`src/sv/xsr_pkg.sv`:
```
// ----------------------------------------------------------------------------
// xsr_pkg
// types and constants of the xoshiro256++ generator and its seed expander
// ----------------------------------------------------------------------------
package xsr_pkg;

    typedef logic [63:0] word_t;
    typedef logic [3:0][63:0] word_set_t;

    localparam word_t SM_GAMMA = 64'h9e37_79b9_7f4a_7c15;
    localparam word_t SM_MUL1  = 64'hbf58_476d_1ce4_e5b9;
    localparam word_t SM_MUL2  = 64'h94d0_49bb_1331_11eb;

    localparam int unsigned ROT_OUT = 23;
    localparam int unsigned ROT_S3  = 45;
    localparam int unsigned SHL_T   = 17;

    // handshake between the top level and the seed expander
    typedef struct packed {
        logic start;
        logic done;
    } seed_ctl_t;

    function automatic word_t rot_left(input word_t v, input int unsigned r);
        word_t res;
        res = (v << r) | (v >> (64 - r));
        return res;
    endfunction

endpackage

```
`src/sv/xsr_draw_if.sv`:
```
// ----------------------------------------------------------------------------
// xsr_draw_if
// draw request channel: valid, ready and the restart flag
// ----------------------------------------------------------------------------
interface xsr_draw_if;
    logic valid;
    logic ready;
    logic restart;

    modport source (output valid, output restart, input ready);
    modport sink (input valid, input restart, output ready);
endinterface

```
`src/sv/xsr_value_if.sv`:
```
// ----------------------------------------------------------------------------
// xsr_value_if
// result channel: valid, ready and the 64-bit random word
// ----------------------------------------------------------------------------
interface xsr_value_if;
    logic        valid;
    logic        ready;
    logic [63:0] random_value;

    modport source (output valid, output random_value, input ready);
    modport sink (input valid, input random_value, output ready);
endinterface

```
`src/sv/xoshiro256pp_generator.sv`:
```
// ----------------------------------------------------------------------------
// xoshiro256pp_generator
// xoshiro256++ draw engine with splitmix64 seeding from a seed register
// ----------------------------------------------------------------------------
//  channel   dir   payload        word accepted when
//  draw      in    restart        draw.valid && draw.ready
//  result    out   random_value   result.valid && result.ready
//  cfg       in    cfg_wr_data    cfg_wr_en (seed register)
//
//  a plain draw steps through accept, the sum of words 0 and 3, then the
//  output add, rotate and state step into the output register
//  a reseeding draw first runs four splitmix64 outputs, each two 64-bit
//  products built from three 32x32 passes of the one shared multiplier,
//  and then loads the new words
//  one draw is in flight at a time; the finishing step waits while the
//  previous word still sits unread in the output register
//  reset clears control and the seeded flag; the first draw always reseeds
// ----------------------------------------------------------------------------
module xoshiro256pp_generator (
    input  logic               clk,
    input  logic               rst_n,
    xsr_draw_if.sink           draw,
    xsr_value_if.source        result,
    input  logic               cfg_wr_en,
    input  xsr_pkg::word_t     cfg_wr_data
);
    import xsr_pkg::*;

    // sequencer codes
    localparam logic [1:0] S_IDLE = 2'd0;
    localparam logic [1:0] S_SEED = 2'd1;
    localparam logic [1:0] S_SUM  = 2'd2;
    localparam logic [1:0] S_FORM = 2'd3;

    logic [1:0] state_reg;
    logic [1:0] state_next;
    logic       seeded_reg;
    word_t      seed_reg;
    word_set_t  gen_reg;
    word_set_t  gen_step;
    word_t      sum_reg;
    word_t      out_data_reg;
    logic       out_valid_reg;
    logic       draw_fire;
    logic       out_free;
    seed_ctl_t  seed_ctl;
    word_set_t  seed_words;
    word_t      t_shift;
    word_t      w0_x;
    word_t      w1_x;
    word_t      w2_x;
    word_t      w3_x;

    assign draw_fire = draw.valid && draw.ready;
    // output register is free when empty or being emptied this cycle
    assign out_free  = !out_valid_reg || result.ready;

    assign seed_ctl.start = (state_reg == S_IDLE) && draw_fire
                            && (draw.restart || !seeded_reg);

    xsr_seeder u_seeder (
        .clk   (clk),
        .rst_n (rst_n),
        .start (seed_ctl.start),
        .seed  (seed_reg),
        .done  (seed_ctl.done),
        .words (seed_words)
    );

    // one xoshiro256++ state step
    always_comb
    begin
        t_shift     = gen_reg[1] << SHL_T;
        w2_x        = gen_reg[2] ^ gen_reg[0];
        w3_x        = gen_reg[3] ^ gen_reg[1];
        w1_x        = gen_reg[1] ^ w2_x;
        w0_x        = gen_reg[0] ^ w3_x;
        gen_step[0] = w0_x;
        gen_step[1] = w1_x;
        gen_step[2] = w2_x ^ t_shift;
        gen_step[3] = rot_left(w3_x, ROT_S3);
    end

    always_comb
    begin
        state_next = state_reg;
        unique case (state_reg)
            S_IDLE:
            begin
                if (draw_fire)
                begin
                    state_next = seed_ctl.start ? S_SEED : S_SUM;
                end
            end
            S_SEED:
            begin
                if (seed_ctl.done)
                begin
                    state_next = S_SUM;
                end
            end
            S_SUM:
            begin
                state_next = S_FORM;
            end
            S_FORM:
            begin
                if (out_free)
                begin
                    state_next = S_IDLE;
                end
            end
            default:
            begin
                state_next = S_IDLE;
            end
        endcase
    end

    always_ff @(posedge clk or negedge rst_n)
    begin
        if (!rst_n)
        begin
            state_reg     <= S_IDLE;
            seeded_reg    <= 1'b0;
            out_valid_reg <= 1'b0;
            seed_reg      <= '0;
        end
        else
        begin
            state_reg <= state_next;
            if (cfg_wr_en)
            begin
                seed_reg <= cfg_wr_data;
            end
            if (state_reg == S_SEED && seed_ctl.done)
            begin
                seeded_reg <= 1'b1;
            end
            if (state_reg == S_FORM && out_free)
            begin
                out_valid_reg <= 1'b1;
            end
            else if (result.ready)
            begin
                out_valid_reg <= 1'b0;
            end
        end
    end

    // state words and datapath registers, no reset needed
    always_ff @(posedge clk)
    begin
        if (state_reg == S_SEED && seed_ctl.done)
        begin
            gen_reg <= seed_words;
        end
        else if (state_reg == S_FORM && out_free)
        begin
            gen_reg <= gen_step;
        end
        if (state_reg == S_SUM)
        begin
            sum_reg <= gen_reg[0] + gen_reg[3];
        end
        if (state_reg == S_FORM && out_free)
        begin
            out_data_reg <= rot_left(sum_reg, ROT_OUT) + gen_reg[0];
        end
    end

    assign draw.ready          = (state_reg == S_IDLE);
    assign result.valid        = out_valid_reg;
    assign result.random_value = out_data_reg;

endmodule

```
`src/sv/xsr_mul64.sv`:
```
// ----------------------------------------------------------------------------
// xsr_mul64
// iterative 64x64 multiplier, low half only, one 32x32 partial product a cycle
// ----------------------------------------------------------------------------
module xsr_mul64 (
    input  logic           clk,
    input  logic           rst_n,
    input  logic           start,
    input  xsr_pkg::word_t a,
    input  xsr_pkg::word_t b,
    output logic           done,
    output xsr_pkg::word_t product
);
    import xsr_pkg::*;

    localparam logic [1:0] STEP_LL = 2'd0;
    localparam logic [1:0] STEP_LH = 2'd1;
    localparam logic [1:0] STEP_HL = 2'd2;

    word_t       a_reg;
    word_t       b_reg;
    word_t       acc_reg;
    word_t       acc_next;
    logic [1:0]  step_reg;
    logic        busy_reg;
    logic        done_reg;
    logic [31:0] op_x;
    logic [31:0] op_y;
    logic [63:0] part;

    always_comb
    begin
        op_x = a_reg[31:0];
        op_y = b_reg[31:0];
        unique case (step_reg)
            STEP_LL:
            begin
                op_x = a_reg[31:0];
                op_y = b_reg[31:0];
            end
            STEP_LH:
            begin
                op_x = a_reg[31:0];
                op_y = b_reg[63:32];
            end
            STEP_HL:
            begin
                op_x = a_reg[63:32];
                op_y = b_reg[31:0];
            end
            default:
            begin
                op_x = '0;
                op_y = '0;
            end
        endcase
        part = 64'(op_x) * 64'(op_y);
        // cross terms only reach the upper half
        if (step_reg == STEP_LL)
        begin
            acc_next = part;
        end
        else
        begin
            acc_next = acc_reg + {part[31:0], 32'd0};
        end
    end

    always_ff @(posedge clk or negedge rst_n)
    begin
        if (!rst_n)
        begin
            busy_reg <= 1'b0;
            done_reg <= 1'b0;
            step_reg <= STEP_LL;
        end
        else
        begin
            done_reg <= 1'b0;
            if (start)
            begin
                busy_reg <= 1'b1;
                step_reg <= STEP_LL;
            end
            else if (busy_reg)
            begin
                if (step_reg == STEP_HL)
                begin
                    busy_reg <= 1'b0;
                    done_reg <= 1'b1;
                    step_reg <= STEP_LL;
                end
                else
                begin
                    step_reg <= step_reg + 2'd1;
                end
            end
        end
    end

    always_ff @(posedge clk)
    begin
        if (start)
        begin
            a_reg <= a;
            b_reg <= b;
        end
        else if (busy_reg)
        begin
            acc_reg <= acc_next;
        end
    end

    assign done    = done_reg;
    assign product = acc_reg;

endmodule

```
`src/sv/xsr_seeder.sv`:
```
// ----------------------------------------------------------------------------
// xsr_seeder
// splitmix64 sequencer: four outputs from the seed through the shared multiplier
// ----------------------------------------------------------------------------
module xsr_seeder (
    input  logic               clk,
    input  logic               rst_n,
    input  logic               start,
    input  xsr_pkg::word_t     seed,
    output logic               done,
    output xsr_pkg::word_set_t words
);
    import xsr_pkg::*;

    localparam logic [1:0] PH_IDLE = 2'd0;
    localparam logic [1:0] PH_ADD  = 2'd1;
    localparam logic [1:0] PH_MUL1 = 2'd2;
    localparam logic [1:0] PH_MUL2 = 2'd3;

    logic [1:0] phase_reg;
    logic [1:0] phase_next;
    logic [1:0] idx_reg;
    logic       done_reg;
    word_t      ctr_reg;
    word_t      ctr_next;
    word_set_t  words_reg;
    logic       mul_start;
    word_t      mul_a;
    word_t      mul_b;
    logic       mul_done;
    word_t      mul_prod;

    xsr_mul64 u_mul (
        .clk     (clk),
        .rst_n   (rst_n),
        .start   (mul_start),
        .a       (mul_a),
        .b       (mul_b),
        .done    (mul_done),
        .product (mul_prod)
    );

    always_comb
    begin
        ctr_next   = ctr_reg + SM_GAMMA;
        phase_next = phase_reg;
        mul_start  = 1'b0;
        mul_a      = ctr_next ^ (ctr_next >> 30);
        mul_b      = SM_MUL1;
        unique case (phase_reg)
            PH_IDLE:
            begin
                if (start)
                begin
                    phase_next = PH_ADD;
                end
            end
            PH_ADD:
            begin
                mul_start  = 1'b1;
                phase_next = PH_MUL1;
            end
            PH_MUL1:
            begin
                mul_a = mul_prod ^ (mul_prod >> 27);
                mul_b = SM_MUL2;
                if (mul_done)
                begin
                    mul_start  = 1'b1;
                    phase_next = PH_MUL2;
                end
            end
            PH_MUL2:
            begin
                if (mul_done)
                begin
                    phase_next = (idx_reg == 2'd3) ? PH_IDLE : PH_ADD;
                end
            end
            default:
            begin
                phase_next = PH_IDLE;
            end
        endcase
    end

    always_ff @(posedge clk or negedge rst_n)
    begin
        if (!rst_n)
        begin
            phase_reg <= PH_IDLE;
            idx_reg   <= 2'd0;
            done_reg  <= 1'b0;
        end
        else
        begin
            phase_reg <= phase_next;
            done_reg  <= 1'b0;
            if (phase_reg == PH_IDLE && start)
            begin
                idx_reg <= 2'd0;
            end
            else if (phase_reg == PH_MUL2 && mul_done)
            begin
                idx_reg <= idx_reg + 2'd1;
                if (idx_reg == 2'd3)
                begin
                    done_reg <= 1'b1;
                end
            end
        end
    end

    always_ff @(posedge clk)
    begin
        if (phase_reg == PH_IDLE && start)
        begin
            ctr_reg <= seed;
        end
        else if (phase_reg == PH_ADD)
        begin
            ctr_reg <= ctr_next;
        end
        if (phase_reg == PH_MUL2 && mul_done)
        begin
            words_reg[idx_reg] <= mul_prod ^ (mul_prod >> 31);
        end
    end

    assign done  = done_reg;
    assign words = words_reg;

endmodule

```
`src/flat_wrapper.sv`:
```
// flat-port wrapper written by rule: the top's interface ports become plain ports
module xoshiro256pp_generator_flat import xsr_pkg::*;
  (clk, rst_n, cfg_wr_en, cfg_wr_data, draw_valid, draw_restart, draw_ready, result_valid, result_random_value, result_ready);
  xsr_draw_if draw_i ();
  xsr_value_if result_i ();
  input  logic clk;
  input  logic rst_n;
  input  logic cfg_wr_en;
  input  xsr_pkg::word_t cfg_wr_data;
  input wire logic [$bits(draw_i.valid)-1:0] draw_valid;
  input wire logic [$bits(draw_i.restart)-1:0] draw_restart;
  output wire logic [$bits(draw_i.ready)-1:0] draw_ready;
  output wire logic [$bits(result_i.valid)-1:0] result_valid;
  output wire logic [$bits(result_i.random_value)-1:0] result_random_value;
  input wire logic [$bits(result_i.ready)-1:0] result_ready;
  assign draw_i.valid = draw_valid;
  assign draw_i.restart = draw_restart;
  assign draw_ready = draw_i.ready;
  assign result_valid = result_i.valid;
  assign result_random_value = result_i.random_value;
  assign result_i.ready = result_ready;
  xoshiro256pp_generator u_core (.clk(clk), .rst_n(rst_n), .draw(draw_i), .result(result_i), .cfg_wr_en(cfg_wr_en), .cfg_wr_data(cfg_wr_data));
endmodule
```
`config.mk`:
```
export PLATFORM = sky130hd
export DESIGN_NAME = xoshiro256pp_generator_flat
export DESIGN_NICKNAME = d
export VERILOG_FILES = /design/src/sv/xsr_pkg.sv /design/src/sv/xsr_draw_if.sv /design/src/sv/xsr_value_if.sv /design/src/sv/xoshiro256pp_generator.sv /design/src/sv/xsr_mul64.sv /design/src/sv/xsr_seeder.sv /design/src/flat_wrapper.sv
export SDC_FILE = /design/constraint.sdc
export NUM_CORES = 2
export LEC_CHECK = 0
export BUFFER_PORTS_ARGS = -buffer_cell sky130_fd_sc_hd__buf_2
export CAP_MARGIN = 0
export CELL_PAD_IN_SITES_DETAIL_PLACEMENT = 2
export CELL_PAD_IN_SITES_GLOBAL_PLACEMENT = 2
export CORE_MARGIN = 4
export CORE_UTILIZATION = 45
export CTS_BUF_LIST = sky130_fd_sc_hd__clkbuf_4 sky130_fd_sc_hd__clkbuf_8
export DETAILED_ROUTE_END_ITERATION = 7
export PLACE_DENSITY = 0.95
export RECOVER_POWER = 100
export SETUP_SLACK_MARGIN = 0.2
export SLEW_MARGIN = 20
export SYNTH_ARGS = -nofsm -noshare
export SYNTH_HDL_FRONTEND = slang
export SYNTH_SLANG_ARGS = --single-unit
```
`constraint.sdc`:
```
create_clock -name clk -period 13.22 [get_ports clk]
set_input_delay 3.966 -clock clk [delete_from_list [all_inputs] [get_ports clk]]
set_output_delay 3.966 -clock clk [all_outputs]
set_load 0.02 [all_outputs]
```
# After elaboration in Yosys (flattened, before gate mapping)
# Index checks and enable logic that the tools add are counted.
[word_totals]
regBits = 973
inputBits = 70
word_cells = 124
[classes]
add_sub_neg = 6
multipliers = 1
order_cmp = 2
n_eq_ne = 15
mux = 40
bitwise = 11
reduce_logical = 25
[op_table]
columns = ["operator", "count"]
rows = [
  ["256-bit 2-to-1 mux", 2],
  ["64-bit 2-to-1 mux", 5],
  ["64-bit XOR", 5],
  ["256-bit bitwise mux", 1],
  ["64-bit adder", 3],
  ["64-bit demux with 2-bit select", 1],
  ["32-bit one-hot mux with 2 select lines", 2],
  ["64-bit adder, second input constant", 1],
  ["32-bit by 32-bit multiplier with 64-bit output", 1],
  ["64-bit by 23-bit OR with 64-bit output", 1],
  ["64-bit by 45-bit OR with 64-bit output", 1],
  ["64-bit by 33-bit XOR with 64-bit output", 1],
  ["64-bit by 34-bit XOR with 64-bit output", 1],
  ["64-bit by 37-bit XOR with 64-bit output", 1],
  ["62-bit 2-to-1 mux", 1],
  ["2-bit 2-to-1 mux", 12],
  ["2-bit one-hot mux with 4 select lines", 2],
  ["1-bit 2-to-1 mux", 13],
  ["2-bit == test, second input constant", 6],
  ["2-bit nonzero test", 5],
  ["1-bit logical AND", 8],
  ["2-bit by 1-bit == test with 1-bit output, second input constant", 3],
  ["2-bit zero test", 3],
  ["2-bit by 1-bit != test with 1-bit output, second input constant", 3],
  ["other kinds (11)", 18],
]

# Logic depth before layout (Yosys ltp)
[depth]
ltp_word = 7
mapped_depth = 40
ltp_nobuf = 39

# Hierarchy
# From an unflattened synthesis, not the netlist that was laid out.
[unflattened]
hier_cells = 8021
hier_area_um2 = 82623.0
[by_module_without_submodules]
columns = ["mod", "n_inst", "cells_per_inst", "area_per_inst_um2"]
rows = [
  ["xsr_mul64", 1, 4453, 41330.9],
  ["xoshiro256pp_generator", 1, 2451, 26392.8],
  ["xsr_seeder", 1, 1117, 14899.3],
]

# Least setup slack after synthesis
# No wires, ideal clock.
[synth_path]
path_type = "register to register"
start = "reg u_core.u_seeder.u_mul.step_reg[0]"
end = "reg u_core.u_seeder.u_mul.acc_reg[59], in the netlist u_core.u_seeder.u_mul.product[59], data pin"
arrival_time_ns = 9.262
required_time_ns = 12.964
path_slack_ns = 3.702
path_stages_with_launch = 38
path_buffers = 3
synth_period_minus_slack_ns = 9.518
cell_sequence = "dfrtp_1 > clkbuf_1 > nor2_1 > clkbuf_1 > nand2_1 > o21ai_1 > inv_1 > nor2_1 > inv_1 > fa_1 > inv_1 > fa_1 > fa_1 > inv_1 > fa_1 > inv_1 > ha_1 > ha_1 > [2 not listed] > ha_1 > clkbuf_1 > and3_1 > a221o_1 > a21oi_1 > o21ai_0 > xor2_1 > ha_1 > and3_1 > a221o_1 > a31o_2 > a221oi_1 > a31oi_1 > or2_2 > a21oi_1 > xor2_1 > nor2_1 > a31o_2"
[synth_between]
elab_chain_len = 6
elab_cells_between_ends = 10
cone_classes = "add/sub (1); mul (1); eq/ne (2); mux (3); reduce/logical (3)"
[synth_lines]
columns = ["item", "line_no", "text"]
rows = [
  ["from (decl)", "xsr_mul64.sv:24", "logic [1:0] step_reg;"],
  ["from (signal assigned)", "xsr_mul64.sv:95", "step_reg <= step_reg + 2'd1;"],
  ["2-bit by 1-bit == test with 1-bit output (tied with other cells)", "xsr_mul64.sv:35", "unique case (step_reg)"],
  ["2-bit OR reduction (no source line)", "--", ""],
  ["32-bit one-hot mux with 2 select lines", "xsr_mul64.sv:35", ""],
  ["32-bit by 32-bit multiplier with 64-bit output", "xsr_mul64.sv:57", "part = 64'(op_x) * 64'(op_y);"],
  ["64-bit adder", "xsr_mul64.sv:65", "acc_next = acc_reg + {part[31:0], 32'd0};"],
  ["64-bit 2-to-1 mux *", "xsr_mul64.sv:59", "if (step_reg == STEP_LL)"],
  ["named net u_core.u_seeder.u_mul.acc_next[59]", "xsr_mul64.sv:23", "word_t acc_next;"],
  ["to (signal assigned)", "xsr_mul64.sv:110", "acc_reg <= acc_next;"],
  ["to (decl)", "xsr_mul64.sv:22", "word_t acc_reg;"],
]
# The timed path passes the listed nets; every way through them passes the cells marked *.
# A chain may end at the register's enable or synchronous reset.

# Final worst setup path
[layout_path]
start = "reg u_core.u_seeder.u_mul.step_reg[1]"
end = "reg u_core.u_seeder.u_mul.acc_reg[57], in the netlist u_core.u_seeder.u_mul.product[57], data pin"
# The elaborated chain is that of the path after synthesis.

==> run_results.csv <==
group,metric,value,unit
logic_synthesis,syn-num-nets,8442,
grt,grt_pass1_wl,555000,µm
setup_path,rrSetupSlack,0.08,ns
drt,route.detailed.vias_per_inst,6.66,
clock_network,root_buffer,"clkbuf_8",
grt,grt_use_met2,0.708,
place,gp_congestion,1.01,
place,dp.cells,9240,
die,pin_count,136,
drt,vias,63617,
place,place_area,78900,µm²
clock_network,cts_tree,"done",
timing,layout_min_cycle_time,13.14,ns
grt,grt_max_degree,171,
logic_synthesis,yosys_warnings,0,
grt,grt.overflow.total,0,
job,max_cap_viol_count,32,
clock_network,cts_setup_buffers,0,
clock_network,clk_path_buf_depth,3,
die,die_y,418,µm
logic_synthesis,syn_avg_cell_area,10.7,µm²
logic_synthesis,synth_top_flop_cell,"edfxtp_1",
finish,area_delta_synth_final,8.28,%
logic_synthesis,post_synth_num_cell_types,93,
finish,final_util,0.490,
logic_synthesis,netlist_instances,7043,
grt,grtUsageMet1,0.489,
worst_hold_path,hold_class,"reg2reg",
drt,wl_per_cell,41.5,µm
setup_path,arrival,13.58,ns
clock_network,cts_buffers,155,
timing,rsz0062_at_grt,"false",
setup_path,start_kind,"flop",
setup_path,cp-end-kind,"flop",
timing,worst_pin_slew,5.19,ns
clock_network,cts_resized,0,
timing,period_share,0.994,
setup_path,crit_required,13.66,ns
die,die_area,175000,µm²
logic_synthesis,ys_seq_area_frac,0.357,
outcome,status,"finished with violations",
outcome,violations,"capacitance limit, slew limit",
drt,drt-total-wl,397000,µm
die,initial_core_util,0.453,
timing,slew_headroom,-2.46,
place,dp_hpwl,283000,µm
die,core.rowCount,150,
grt,track_usage,0.454,
finish,fin_area,81900,µm²
drt,firstDrtPassIters,7,
logic_synthesis,synth_seq_cells,911,
place,place.port_buffers,135,
drt,ant_nets,0,
finish,drive_gt1_frac,0.0660,
clock_network,clk_pin_slew,0.07,ns
setup_path,worstSetupPathType,"reg2reg",
timing,finalHoldViolCount,0,
finish,final_nets,8597,
clock_network,cts_max_level,4,
grt,top_usage_layer,"met2",
clock_network,holdBufCountCts,0,
setup_path,crit_slowest_cell,"nor2_2",
setup_path,critPathMaxStageDelay,0.87,ns
drt,initialDrtViolationCount,8635,
logic_synthesis,synth-edff-count,834,
die,die_x,418,µm
timing,clock-skew-final,0.0637,ns
timing,setup_viol,0,
finish,final_cells,9558,
grt,grt_pass1_vias,69696,
die,core,167000,µm²
setup_path,critPathMaxFanout,32,
drt,drc,0,
timing,setup_tns,0,ns
grt,antenna_found_initial,63,
clock_network,cts.sinks,911,
clock_network,clk_latency,0.94,ns
timing,fmax,76.1,MHz
logic_synthesis,synth_area,75600,µm²
logic_synthesis,async_reset_ff_frac,0.0845,
grt,met3_usage,0.166,
timing,drv_slew,1815,
## Yosys cell counts (5+ instances only)
master,instances,area share
a211oi_1,35,0.0035
a21boi_0,17,0.0017
a21o_1,98,0.0097
a21oi_1,504,0.033
a221oi_1,9,0.0010
a22o_1,8,0.00093
a22oi_1,22,0.0022
a311o_1,5,0.00066
a311oi_1,5,0.00058
a31o_2,8,0.00093
a31oi_1,30,0.0025
a41oi_1,7,0.00081
and2_1,80,0.0066
and3_1,34,0.0028
buf_1,17,0.00084
clkbuf_1,197,0.0098
dfrtp_1,77,0.025
edfxtp_1,834,0.33
fa_1,827,0.22
ha_1,502,0.083
inv_1,988,0.049
mux2_2,78,0.012
mux2i_1,11,0.0015
nand2_1,436,0.022
nand2b_1,37,0.0031
nand3_1,58,0.0038
nand4_1,46,0.0038
nor2_1,812,0.040
nor2b_1,22,0.0018
nor3_1,41,0.0027
nor4_1,11,0.00091
o2111ai_1,8,0.00093
o211ai_1,19,0.0019
o21a_1,26,0.0026
o21ai_0,245,0.016
o21ai_1,8,0.00053
o21bai_1,56,0.0056
o31ai_1,16,0.0016
or2_2,9,0.00074
or3_1,14,0.0012
xnor2_1,384,0.044
xor2_1,306,0.035
## layout make-up
class / instances / area (µm²)
Timing Repair Buffer: 217 / 1080
Clock inverter: 58 / 435
Tap cell: 2204 / 2760
Fill cell: 16976 / 85100
Inverter: 994 / 3730
Clock buffer: 223 / 2690
Multi-Input combinational cell: 4919 / 44200
Sequential cell: 911 / 27000
Antenna cell: 32 / 80.1
## routing by layer
metal / wire length [µm] / part of all wire
met3: 43500 / 0.11
met1: 130000 / 0.33
met5: 834 / 0.0021
met2: 178000 / 0.45
met4: 43800 / 0.11
## cell families after synthesis
kind of cell	synth area share
buffers and inverters	0.0603
XOR/XNOR	0.0810
AO/OA/AOI/OAI	0.0948
multiplexers	0.0131
flip-flops	0.357
other	0.0000496
AND/OR/NAND/NOR	0.0923
adder cells (fa/ha/maj)	0.302
## final timing paths
| kind | startpoint | end | depth (start not counted) |
|---|---|---|---|
| setup / recovery | u_core.u_seeder.u_mul.step_reg[1] | u_core.u_seeder.u_mul.product[57] | 37 |
| hold / removal | u_core.seed_reg[24] | u_core.seed_reg[24] | 1 |
| setup reg to reg | u_core.u_seeder.u_mul.step_reg[1] | u_core.u_seeder.u_mul.product[57] | 37 |
| hold reg to reg | u_core.seed_reg[24] | u_core.seed_reg[24] | 1 |
| max in group asynchronous | rst_n | u_core.seed_reg[36] | 1 |
| min in group asynchronous | rst_n | u_core.seed_reg[15] | 1 |
## stage by stage
step	worst slack [ns]	hold slack, ns
final	0.0802	0.505
after floorplan	3.70	0.414
after global routing	0.107	0.529
after CTS	0.425	0.510
after detailed placement	0.937	0.497
after global placement	1.84	0.432
## critical path: cells and delay by family, from the launching register on
kind	cells	cell delay, ns
XOR/XNOR	2	0.39
AO/OA/AOI/OAI	8	2.42
AND/OR/NAND/NOR	9	2.91
buffers and inverters	7	1.51
flip-flops	1	0.70
multiplexers	1	0.22
adder cells (fa/ha/maj)	10	4.46
## cell usage in the layout, fill, tap and decap left out, types with 47 or more instances in the layout
cell type  instances
o21bai_1          56
nand3_1           58
clkbuf_1         102
a21o_1            98
and2_1            51
mux2_2            59
inv_1            988
nor2_1           804
buf_4             47
a21oi_1          504
ha_1             502
o21ai_0          250
xor2_1           306
dfrtp_1           77
buf_2             67
edfxtp_1         834
fa_1             827
clkbuf_4          61
clkbuf_8         162
nand2_1          435
xnor2_1          381
Power is left out: the tool's default activity adds up to more than one toggle a clock period on the data nets, which glitch-free logic cannot reach.
